==> src/rtl/core/rsps_ram.sv <==
`timescale 1ns / 1ps
// ----------------------------------------------------------------------------
// rsps_ram: generic single-port-write, single-port-read RAM
// One write and one registered read per cycle.
// ----------------------------------------------------------------------------
module rsps_ram #(
	parameter int WIDTH = 8,
	parameter int DEPTH = 16
) (
	input  logic                                          clk,
	input  logic                                          we,
	input  logic [((DEPTH > 1) ? $clog2(DEPTH) : 1)-1:0] waddr,
	input  logic [WIDTH-1:0]                              wdata,
	input  logic                                          re,
	input  logic [((DEPTH > 1) ? $clog2(DEPTH) : 1)-1:0] raddr,
	output logic [WIDTH-1:0]                              rdata
);

	logic [WIDTH-1:0] mem [DEPTH];

	always_ff @(posedge clk) begin
		if (we) begin
			mem[waddr] <= wdata;
		end
		if (re) begin
			rdata <= mem[raddr];
		end
	end

endmodule

==> config.mk <==
export PLATFORM = sky130hd
export DESIGN_NAME = rsps_ram
export DESIGN_NICKNAME = d
export VERILOG_FILES = /design/src/rtl/core/rsps_ram.sv
export SDC_FILE = /design/constraint.sdc
export NUM_CORES = 1
export LEC_CHECK = 0
export ABC_AREA = 1
export BUFFER_PORTS_ARGS = -buffer_cell sky130_fd_sc_hd__buf_4
export CAP_MARGIN = 20
export CORE_MARGIN = 3
export CORE_UTILIZATION = 55
export DETAILED_ROUTE_END_ITERATION = 6
export PLACE_DENSITY_LB_ADDON = 0.1
export SLEW_MARGIN = 20
export SYNTH_ARGS = -nofsm -noshare
export SYNTH_HDL_FRONTEND = slang
export SYNTH_SLANG_ARGS = --single-unit
==> constraint.sdc <==
create_clock -name clk -period 1.2 [get_ports clk]
set_clock_uncertainty 0.1 [all_clocks]
set_input_delay 0.12 -clock clk [delete_from_list [all_inputs] [get_ports clk]]
set_output_delay 0.12 -clock clk [all_outputs]
set_load 0.02 [all_outputs]
== Word-level counts from Yosys, hierarchy flattened ==
Memory sizes are Yosys's and may differ from the RTL's. A register that Yosys moved wholly into a read port is not among the register bits.
Cells that the tools add are included.

* RAM bits: 128
* Word-level logic and storage cells: 3
* Memories: 1
* Register bits: 0
* Output and inout port bits: 8

* Muxes and demuxes: 2

{| class="wikitable"
|+ Memory list
! name !! depth !! bits a word !! rd ports !! clocked after memory_dff !! write ports !! line !! source
|-
| mem || 16 || 8 || 1 || 1 || 1 || 19 || <nowiki>logic [WIDTH-1:0] mem [DEPTH];</nowiki>
|}

{| class="wikitable"
|+ Operators by type and width
! kind !! number
|-
| 1-bit two-way mux || 2
|}

== Depth between registers and ports, before layout ==
* Word-level depth: 2
* Depth in mapped cells: 8
* Depth with buffers taken out: 7

== Least setup slack after synthesis ==
OpenSTA, ideal clock, no wires.

* Path type: input to register
* From: input port waddr[3] (netlist name)
* To: memory mem[4][0] (enable)
* Required time: 730 ps
* Path slack: 29 ps
* Arrival time: 701 ps
* Library setup time: 370 ps
* Buffers on the path: 0
* Cell stages on the path: 2
* Cells stage by stage: nand3b_1 -> nor2_1

{| class="wikitable"
|+ RTL lines
! what !! line !! source
|-
| from (decl) || 12 || <nowiki>input logic [((DEPTH > 1) ? $clog2(DEPTH) : 1)-1:0] waddr,</nowiki>
|-
| to (decl) || 19 ||
|}

Straight into the memory's write port.

== Final worst setup path ==
* From: register rdata[6] (read register of mem)
* To: output port rdata[6]

{| class="wikitable"
|+ RTL lines
! what !! line !! source
|-
| from (decl) || 16 || <nowiki>output logic [WIDTH-1:0] rdata</nowiki>
|}

No word-level cell between the ends.

==> flow_summary.yaml <==
clock_network:
  root_buffer: "clkbuf_8"
  clock_sinks: 136
  path_clk_slew_ns: 0.06
  cts_tree: "yes"
  insertion_delay_ns: 0.52
  clockBufferDepth: 2
  cts_setup_buffers: 0
  h-tree-depth: 4
  numCtsBuffers: 17
route:
  routed-via-count: 3977
  viasPerCell: 5.23
  postRouteWirelength_mm: 13.3
  drt_iter0_drc: 312
  drc_errors: 0
  postRouteAntennaNets: 0
  wl_per_cell_um: 17.4
  dr.pass1.iters: 5
yosys:
  synth_cell_type_count: 11
  synth_top_area_cell: "edfxtp_1"
  synth.cell_area_mm2: 0.00585
  syn_area_per_cell_um2: 10.6
  synth_seq_cells: 136
  synth-seq-area-share_pct: 69.8
  ys_warn_count: 0
  synth_top_area_share_pct: 69.8
  syn_nets: 570
  syn_inst: 551
  synth_area_leaders: "edfxtp_1 70%, nand2_1 11%, nand3_1 8.3%, inv_1 6.4%, buf_6 1.2%"
layout:
  num-fill-cells: 702
  register_area_mm2: 0.00408
  nNetsFinal: 630
  antennaDiodeCount: 0
  multi_input_area_mm2: 0.00146
  area_growth_pct: 26.5
  drive_gt1_share_pct: 22.1
global_routing:
  grt_pass1_vias: 3834
  overflow: 0
  grt_usage_pct: 23.9
  grt_pass1_wl_mm: 20.5
  antenna_found_initial: 0
  grt_max_degree: 44
worst_hold_path:
  min_path_cells: 4
  hp-class: "in -> reg"
  hp-start: "raddr[3]"
placement:
  place_congestion: 0.830
  pre_cts_ws_ns: -0.191
  io_buffer_count: 26
  hpwl_mm: 8.07
power_and_ir_drop:
  power_w: 0.0119
  power_frac_seq_pct: 45.2
  p_int_w: 0.00945
  ir_drop_uv: 1020
  switching_share_pct: 20.7
  clkPwrFrac_pct: 47.5
  switching_power_w: 0.00247
  powerDensity_mw_per_mm2: 1610
  pwr-share-comb_pct: 7.4
  leakagePower_nw: 3.19
critical_path:
  critPathLaunch: "rdata[6]$_DFFE_PP_"
  path_class: "reg -> out"
  timing.rr.start: "mem[12][4]$_DFFE_PP_"
  crit_path_end_kind: "primary output"
  worst_r2r_path_depth: 6
  worstPathCellList: "buf_6"
  crit_arrival_ns: 1.07
  path_buf_inv: 1
  crit_cells: 1
  crit_family: "flip-flops"
  critical_path_required_ns: 0.98
  crit_fanout: 1
  slowest_delay_ns: 0.40
  crit_path_top_delay_cell: "edfxtp_1"
  crit_path_start_kind: "flop"
floorplanning:
  rows: 37
  die_area_mm2: 0.0119
  die_x_um: 109
  start_util_pct: 56.6
  coreArea_mm2: 0.0103
  fp.dieH_um: 109
  io_pins: 27
sta:
  setup_ws_ns: -0.0874
  setup_viol: 8
  hold_viol_final: 0
  period_needed_ns: 1.29
  tightest_slew_ns: 0.344
  fin_tns_setup_ns: -0.566
  slew_headroom_pct: 77.0
  timing.final.crit_share_pct: 107
  max_freq_ghz: 0.777
  drv_slew: 0
  rsz0062_at_grt: "yes"
flow_run:
  maxCapViolations: 0
run_status:
  violations: "setup timing"
  outcome: "finished with violations"
## placed cells by master, fill, tap and decap left out, types with 8 or more instances in the layout
master / instances
buf_4: 38
clkbuf_16: 16
buf_6: 8
nor2_1: 17
inv_1: 98
buf_12: 9
nand3_1: 52
dlygate4sd3_1: 10
nand3_2: 44
nand2_1: 168
edfxtp_1: 136
## layout make-up
class,count,share of cell area (%)
flip-flops and latches,136,55.2
multi-input cells,289,19.7
repair buffers,65,8.86
clock buffers,18,5.65
inverters,102,5.18
clock inverters,14,3.09
well taps,136,2.30
## flip-flops by register name, summed over array words and instances, names as in the netlist
signal and cells:
mem 128, rdata 8
## metal layers
metal | GRT usage [%] | up-vias | wire, um
li1 | - | 1901 | -
met2 | 36.3 | 147 | 6280
met4 | 10.3 | 0 | 287
met1 | 33.7 | 1906 | 5720
met5 | 0 | - | 0
met3 | 5.09 | 23 | 961
## Yosys cell counts (all sizes together)
master and count:
buf 24, edfxtp 136, inv 102, nand2 173, nand3 97, nand3b 2, nor2 17
## power by group through the flow
stage / logic [W] / registers (W) / clock network [W]
finish: 0.000879 / 0.00538 / 0.00566
global route: 0.000956 / 0.00539 / 0.00596
CTS: 0.000819 / 0.00538 / 0.00571
detailed placement: 0.000758 / 0.00548 / 0
global placement: 0.000748 / 0.00548 / 0
floorplan: 0.000375 / 0.00550 / 0
## cells by family (layout without fill, tap and decap cells)
family                 count (synthesis)  after routing  synth area share (%)
flip-flops                           136            136                  69.8
buffers and inverters                126            199                  9.39
AND/OR/NAND/NOR                      289            289                  20.8
## per-stage QoR
stage / hold slack (ns) / cells / utilization [%] / cell area (um2)
after floorplan: 0.119 / 551 / - / 5850
after CTS: 0.00851 / 760 / 69.8 / 7210
final: 0.0373 / 760 / 71.7 / 7400
after global routing: 0.0478 / 760 / 71.7 / 7400
after detailed placement: 0.313 / 718 / 61.8 / 6380
after global placement: 0.314 / 718 / 61.8 / 6380
## path summary, 6_finish.rpt
kind | end | slack [ns]
setup reg to reg | rdata[4]$_DFFE_PP_ | 0
hold / removal | rdata[0]$_DFFE_PP_ | 0.04
setup / recovery | rdata[6] | -0.09
hold reg to reg | rdata[6]$_DFFE_PP_ | 0.67
## what timing repair did
| action | in CTS | in global routing |
|---|---|---|
| resized for setup | 19 | 42 |
| endpoints found under the setup margin | 15 | 16 |
| pin swaps | 0 | 28 |
| hold buffers | 10 | 0 |
| endpoints found under the hold margin | 138 | 0 |
Power figures use the tool's default switching activity.
