File: config.mk
export PLATFORM = sky130hd
export DESIGN_NAME = rsps_area
export DESIGN_NICKNAME = d
export VERILOG_FILES = /design/src/rtl/core/rsps_pkg.sv /design/src/rtl/core/rsps_area.sv
export SDC_FILE = /design/constraint.sdc
export NUM_CORES = 2
export LEC_CHECK = 0
export ABC_CLOCK_PERIOD_IN_PS = 15100
export BUFFER_PORTS_ARGS = -buffer_cell sky130_fd_sc_hd__clkbuf_2
export CORE_MARGIN = 1
export CORE_UTILIZATION = 60
export DETAILED_ROUTE_END_ITERATION = 8
export GPL_TIMING_DRIVEN = 0
export PLACE_DENSITY = 0.87
export SKIP_CTS_REPAIR_TIMING = 1
export SYNTH_ARGS = -nofsm -noshare
export SYNTH_HDL_FRONTEND = slang
export SYNTH_SLANG_ARGS = --single-unit
File: constraint.sdc
create_clock -name clk -period 15.1 [get_ports clk]
set_input_delay 3.02 -clock clk [delete_from_list [all_inputs] [get_ports clk]]
set_output_delay 3.02 -clock clk [all_outputs]
set_load 0.01 [all_outputs]
File: src/rtl/core/rsps_pkg.sv
`timescale 1ns / 1ps
// ----------------------------------------------------------------------------
// rsps_pkg: shared types and constants for the rectangle sum point store
// Widths, action and register codes, and the transaction payload structs.
// ----------------------------------------------------------------------------
package rsps_pkg;

	localparam int MAX_POINTS = 1024;
	localparam int COORD_BITS = 21;
	localparam int ADDR_W     = (MAX_POINTS > 1) ? $clog2(MAX_POINTS) : 1;
	localparam int CNT_W      = $clog2(MAX_POINTS + 1);
	localparam int WEIGHT_W   = 16;
	localparam int BASE_W     = 20;
	localparam int SUM_W      = 63;
	localparam int SPAN_W     = COORD_BITS + 1;
	localparam int AREA_W     = 2 * SPAN_W;
	localparam int PROD_W     = BASE_W + AREA_W;
	localparam int ACC_W      = WEIGHT_W + CNT_W;
	localparam int TOT_W      = ((PROD_W > ACC_W) ? PROD_W : ACC_W) + 1;
	localparam int CFG_IDX_W  = 2;
	localparam int CFG_DATA_W = (BASE_W > COORD_BITS) ? BASE_W : COORD_BITS;

	localparam logic [1:0] ACT_ADD   = 2'd0;
	localparam logic [1:0] ACT_QUERY = 2'd1;
	localparam logic [1:0] ACT_CLEAR = 2'd2;

	localparam logic [CFG_IDX_W-1:0] CFG_BASE_VALUE = CFG_IDX_W'(0);
	localparam logic [CFG_IDX_W-1:0] CFG_GRID_SIZE  = CFG_IDX_W'(1);

	localparam logic [COORD_BITS-1:0] GRID_RESET = {COORD_BITS{1'b1}};
	localparam logic [SUM_W-1:0]      SUM_CAP    = {SUM_W{1'b1}};

	typedef struct packed {
		logic [1:0]            action;
		logic [COORD_BITS-1:0] x_low;
		logic [COORD_BITS-1:0] y_low;
		logic [COORD_BITS-1:0] x_high;
		logic [COORD_BITS-1:0] y_high;
		logic [WEIGHT_W-1:0]   value;
	} in_t;

	typedef struct packed {
		logic [SUM_W-1:0] sum;
		logic             accepted;
		logic             is_query;
	} out_t;

	typedef struct packed {
		logic [COORD_BITS-1:0] x_low;
		logic [COORD_BITS-1:0] y_low;
		logic [COORD_BITS-1:0] x_high;
		logic [COORD_BITS-1:0] y_high;
	} rect_t;

	typedef struct packed {
		logic [COORD_BITS-1:0] x;
		logic [COORD_BITS-1:0] y;
		logic [WEIGHT_W-1:0]   weight;
	} point_t;

	localparam int POINT_W = $bits(point_t);

endpackage

File: src/rtl/core/rsps_area.sv
`timescale 1ns / 1ps
// ----------------------------------------------------------------------------
// rsps_area: base value times rectangle area
// Four-stage pipeline: spans, area, split partial products, combine.
// ----------------------------------------------------------------------------
module rsps_area (
	input  logic                          clk,
	input  logic                          arst_n,
	input  logic                          start,
	input  rsps_pkg::rect_t               rect,
	input  logic [rsps_pkg::BASE_W-1:0]   base,
	output logic [rsps_pkg::PROD_W-1:0]   prod,
	output logic                          done
);
	import rsps_pkg::*;

	localparam int HALF_W = AREA_W / 2;
	localparam int PART_W = BASE_W + HALF_W;

	logic              vld_s1, vld_s2, vld_s3;
	logic [SPAN_W-1:0] dx_s1, dy_s1;
	logic [BASE_W-1:0] base_s1, base_s2;
	logic [AREA_W-1:0] area_s2;
	logic [PART_W-1:0] lo_s3, hi_s3;
	logic [PROD_W-1:0] prod_q;
	logic              done_q;

	always_ff @(posedge clk or negedge arst_n) begin
		if (!arst_n) begin
			vld_s1 <= 1'b0;
			vld_s2 <= 1'b0;
			vld_s3 <= 1'b0;
			done_q <= 1'b0;
		end else begin
			vld_s1 <= start;
			vld_s2 <= vld_s1;
			vld_s3 <= vld_s2;
			if (start) begin
				done_q <= 1'b0;
			end else if (vld_s3) begin
				done_q <= 1'b1;
			end
		end
	end

	always_ff @(posedge clk) begin
		dx_s1   <= {1'b0, rect.x_high} - {1'b0, rect.x_low} + SPAN_W'(1);
		dy_s1   <= {1'b0, rect.y_high} - {1'b0, rect.y_low} + SPAN_W'(1);
		base_s1 <= base;
		area_s2 <= AREA_W'(dx_s1) * AREA_W'(dy_s1);
		base_s2 <= base_s1;
		lo_s3   <= PART_W'(base_s2) * PART_W'(area_s2[HALF_W-1:0]);
		hi_s3   <= PART_W'(base_s2) * PART_W'(area_s2[AREA_W-1:HALF_W]);
		if (vld_s3) begin
			prod_q <= PROD_W'(lo_s3) + (PROD_W'(hi_s3) << HALF_W);
		end
	end

	assign prod = prod_q;
	assign done = done_q;

endmodule

## After elaboration in Yosys (flattened, before gate mapping)

Cells that the tools add are included.

| storage, ports and cells | value |
|---|---|
| bits in registers | 280 |
| bits of input ports | 107 |
| output and inout port bits | 65 |
| logic and storage cells | 23 |

| operators by class | value |
|---|---|
| add/subtract/negate cells | 5 |
| multipliers | 3 |
| multiplexer cells | 2 |
| reductions and logical operators | 1 |

Operator list:

| kind | count |
|---|---|
| multiplier 20 x 22 -> 42 bit | 2 |
| adder 42 x 64 -> 64 bit | 1 |
| adder 22 x 1 -> 22 bit, second input constant | 2 |
| multiplier 22 x 22 -> 44 bit | 1 |
| subtractor 21 x 21 -> 22 bit | 2 |
| two-way mux 1 bit | 2 |
| nonzero test 2 bit | 1 |

## Logic depth before layout (Yosys ltp)

| logic depth | value |
|---|---|
| word-level depth | 2 |
| mapped depth | 25 |
| depth with buffers taken out | 24 |

## Least setup slack after synthesis

No wires, ideal clock.

| timing path | value |
|---|---|
| path kind | register -> register |
| start point | register base_s2[11] |
| end point | register lo_s3[37] |
| library setup time | 0.072 ns |
| data arrival time | 6.273 ns |
| data required time | 15.028 ns |
| path slack | 8.755 ns |
| cell stages (with the launch flop) | 26 |
| buffers on the path | 3 |
| period minus slack after synthesis | 6.345 ns |
| cell sequence | dfxtp_1 > clkbuf_1 > clkbuf_1 > nand2_1 > fa_1 > inv_1 > fa_1 > inv_1 > fa_1 > inv_1 > fa_1 > fa_1 > fa_1 > inv_1 > fa_1 > inv_1 > ha_1 > clkbuf_1 > a21o_1 > a31o_2 > nor2_1 > o211a_1 > o41ai_4 > a31oi_2 > o31ai_2 > xor2_1 |

| between the ends | value |
|---|---|
| word-level cells in the longest chain between the ends | 1 |

Ends and longest elaborated chain:

| what | RTL line | RTL |
|---|---|---|
| from (decl) | rsps_area.sv:22 | `logic [BASE_W-1:0] base_s1, base_s2;` |
| from (signal assigned) | rsps_area.sv:51 | `base_s2 <= base_s1;` |
| multiplier 20 x 22 -> 42 bit | rsps_area.sv:52 | `lo_s3 <= PART_W'(base_s2) * PART_W'(area_s2[HALF_W-1:0]);` |
| to (signal assigned) | rsps_area.sv:52 |  |
| to (decl) | rsps_area.sv:24 | `logic [PART_W-1:0] lo_s3, hi_s3;` |

No other way between the ends.
A chain may end at the register's enable or synchronous reset.

## Worst setup path after layout

| timing path | value |
|---|---|
| start point | register base_s2[13] |
| end point | register lo_s3[40] |

Same word-level chain as after synthesis.

==> flow_summary.ini <==
[synth]
synth.yosys.seq_area_share_pct = 11.3
yosysWarnings = 0
syn-instance-count = 5926
area_of_the_mapped_netlist_mm2 = 0.0553
synth_area_leader_cell = fa_1
yosys.cell_types.count = 89
syn-num-nets = 7710
most_area_consuming_cells_after_synthesis = fa_1, ha_1, inv_1
synth.avg_cell_area_um2 = 9.32
synth-edff-count = 64
top_reg_cell_synth = dfxtp_1
synth_simple_gate_area_share_pct = 15.7
synth.top_cell.area_share_pct = 40.3
synth_top_family_by_area = adder cells
synth_fa_ha_area_share_pct = 53.1
yosys.area_share.xor_xnor_pct = 3.00
postSynth.asyncResetShare_pct = 1.43
synth-compound-area-share_pct = 6.41
synth_seq_cells = 280
multiplexer_share_of_the_synthesized_area_pct = 0.0181

[detailed_routing]
detail_route.iter0.violations = 4237
postRouteWirelength_um = 165000
routed_via_density = 5.83
drt_pre_antenna_iters = 8
drc = 0
routedWlPerCell_um = 22.5
antenna_left = 0
dr_total_vias = 42900

[worst_hold_path]
worstHoldPathType = reg -> reg
holdCritStartpoint = base_s1[10]

[sta]
maxClockFrequency_mhz = 112
hold_viol = 0
setup_violations = 0
worst-slew-pin-transition_ns = 1.35
fin_crit_ns = 8.96
fin_setup_tns_ns = 0
timing.final.max_slew_violations = 0
timing.final.ws_setup_ns = 6.14
grt_setup_unrepaired = no
relSlewSlack_pct = 10.2
finalCritPeriodShare_pct = 59.3
clock-skew-final_ns = 0.0254

[clock_tree]
worstSkewPairLatency_ns = 0.61
clkSlewWorstSetupHoldPaths_ns = 0.06
clock_tree.root_cell = clkbuf_16
ctsLongestPathBuffers = 3
tritoncts = built
htree_num_levels = 2
cts-buffers-inserted = 35
clkSinkCount = 280

[placed_design]
dp_worst_setup_slack_ns = 6.62
place.detailed.hpwl_um = 133000
finalWeightedCongestion = 1.02
numPortBuffers = 171

[final_layout]
fill_cells = 7301
nets = 7919
final_layout_size_suffix_gt1_share_pct = 4.46
area_growth_pct = 6.57

[global_route]
first_pass_grt_wire_length_um = 254000
largest_net_degree_at_the_start_of_global_routing = 42
antenna_found_initial = 16
first_global_vias = 45700
grt_overflow = 0
gr-usage-all-layers_pct = 36.2

[worst_setup_path]
r2r-start = base_s2[13]
crit_slowest_cell = clkbuf_1
cp.required_ns = 15.50
crit_fanout = 10
worstPathBufferInverterCount = 6
critPathLaunchType = flip-flop
crit_path_max_incr_delay_ns = 0.98
timing.critical_path.mode_cell = fa_1
worst_setup_path_startpoint = base_s2[13]
setup.worst_path.class = reg -> reg
timing.critical_path.to_type = flip-flop
critical_path_arrival_ns = 9.36
crit_path_cell_trace = clkbuf_1 > clkbuf_1 > nand2_1 > fa_1 > inv_1 > fa_1 > fa_1 > fa_1 > fa_1 > fa_1 > inv_1 > fa_1 > inv_1 > ha_1 > clkbuf_1 > nand2_1 > nor4_1 > nand4_1 > nand2_1 > a311oi_2 > o211ai_1 > nor3b_1
cp_top_family = adder cells

[floorplanning]
coreArea_mm2 = 0.0906
rows = 110
die-area_mm2 = 0.0933
initial_core_util_pct = 61.0
ioPinCount = 172
die_height_um = 305
floorplan.die.width_um = 305

[run_status]
outcome = completed

[flow_run]
cap_violations = 0
through the flow:
| stage | std cells | util (%) | hold slack [ns] | cell area (um^2) |
|---|---|---|---|---|
| after global placement | 7273 | 63.6 | 0.310 | 57600 |
| final | 7353 | 65.0 | 0.327 | 58900 |
| after global routing | 7345 | 65.0 | 0.329 | 58900 |
| after CTS | 7338 | 65.0 | 0.328 | 58800 |
| after floorplan | 5926 | - | 0.310 | 55300 |
| after detailed placement | 7274 | 63.6 | 0.313 | 57600 |
logic make-up after synthesis:
logic type               Yosys count
AND/OR/NAND/NOR                 1726
buffers and inverters           1526
flip-flops                       280
AO/OA/AOI/OAI                    527
XOR/XNOR                         189
multiplexers                       1
adder cells (fa/ha/maj)         1677
worst paths after layout:
path | to | slack, ns | cells after the start
hold / removal | base_s2[10] | 0.33 | 0
max in group asynchronous | vld_s3 | 12.73 | 1
setup / recovery | lo_s3[40] | 6.14 | 22
hold reg to reg | base_s2[10] | 0.33 | 0
setup reg to reg | lo_s3[40] | 6.14 | 22
min in group asynchronous | done | 2.23 | 1
routing by layer:
| layer | global-route usage [%] | up-vias | routed length (um) | share of wire, % |
|---|---|---|---|---|
| li1 | - | 18400 | - | - |
| met1 | 42.4 | 21100 | 57500 | 35 |
| met2 | 59.1 | 2683 | 76200 | 46 |
| met3 | 9.36 | 726 | 19100 | 12 |
| met4 | 23.2 | 16 | 12100 | 7.3 |
| met5 | 0 | - | 117 | 0.071 |
layout make-up:
cell class              instances  area (um^2)  area share [%]
flip-flops and latches        280         6270            10.6
multi-input cells            4120        43200            73.4
well taps                    1176         1470            2.50
repair buffers                172          876            1.49
inverters                    1228         4610            7.83
diodes                         15         37.5          0.0637
clock buffers                  41          918            1.56
clock inverters                23          327           0.555
plain buffers                 298         1150            1.95
worst reg2reg max path: cells and delay by family, from the launching register on:
family / cells / cell delay (ns)
AOI/OAI and AO/OA: 2 / 0.44
and+or+nand+nor: 6 / 1.94
buffers and inverters: 6 / 2.34
DFF: 1 / 0.31
adders and majority gates: 8 / 3.76
synthesized netlist by cell type, types with 22 or more instances:
| cell | instances |
|---|---|
| inv_1 | 1228 |
| a21o_1 | 91 |
| dfxtp_1 | 212 |
| fa_1 | 1112 |
| nand3_1 | 40 |
| o21a_1 | 23 |
| nand4_1 | 22 |
| nor2_1 | 95 |
| and2_1 | 720 |
| and3_1 | 26 |
| o21bai_1 | 28 |
| nand2_1 | 733 |
| o21ai_0 | 70 |
| xnor2_1 | 131 |
| a21oi_1 | 147 |
| xor2_1 | 58 |
| ha_1 | 565 |
| edfxtp_1 | 64 |
| nor3_1 | 22 |
| clkbuf_1 | 288 |
flip-flops by register name, summed over array words and instances, names as in the netlist:
signal	count
base_s2	20
dy_s1	22
dx_s1	22
done	1
vld_s2	1
hi_s3	42
base_s1	20
vld_s3	1
area_s2	44
lo_s3	42
vld_s1	1
prod	64
cell usage in the layout (no fill, tap or decap), drive strengths merged, types with 18 or more instances in the layout:
cell / synthesis / layout
and3: 28 / 28
and2: 721 / 721
dfxtp: 212 / 212
xor2: 58 / 58
nor2: 95 / 95
a21oi: 147 / 147
a21o: 94 / 94
fa: 1112 / 1112
o211ai: 18 / 18
nand3: 40 / 40
nor3: 22 / 22
clkbuf: 288 / 500
xnor2: 131 / 131
o21a: 23 / 23
edfxtp: 64 / 64
o21bai: 28 / 28
inv: 1228 / 1235
ha: 565 / 565
o21ai: 92 / 92
nand4: 22 / 22
nand2: 734 / 734
Power is not shown: default switching activity piles up to over one toggle a cycle in this logic, so the estimate is an artifact.
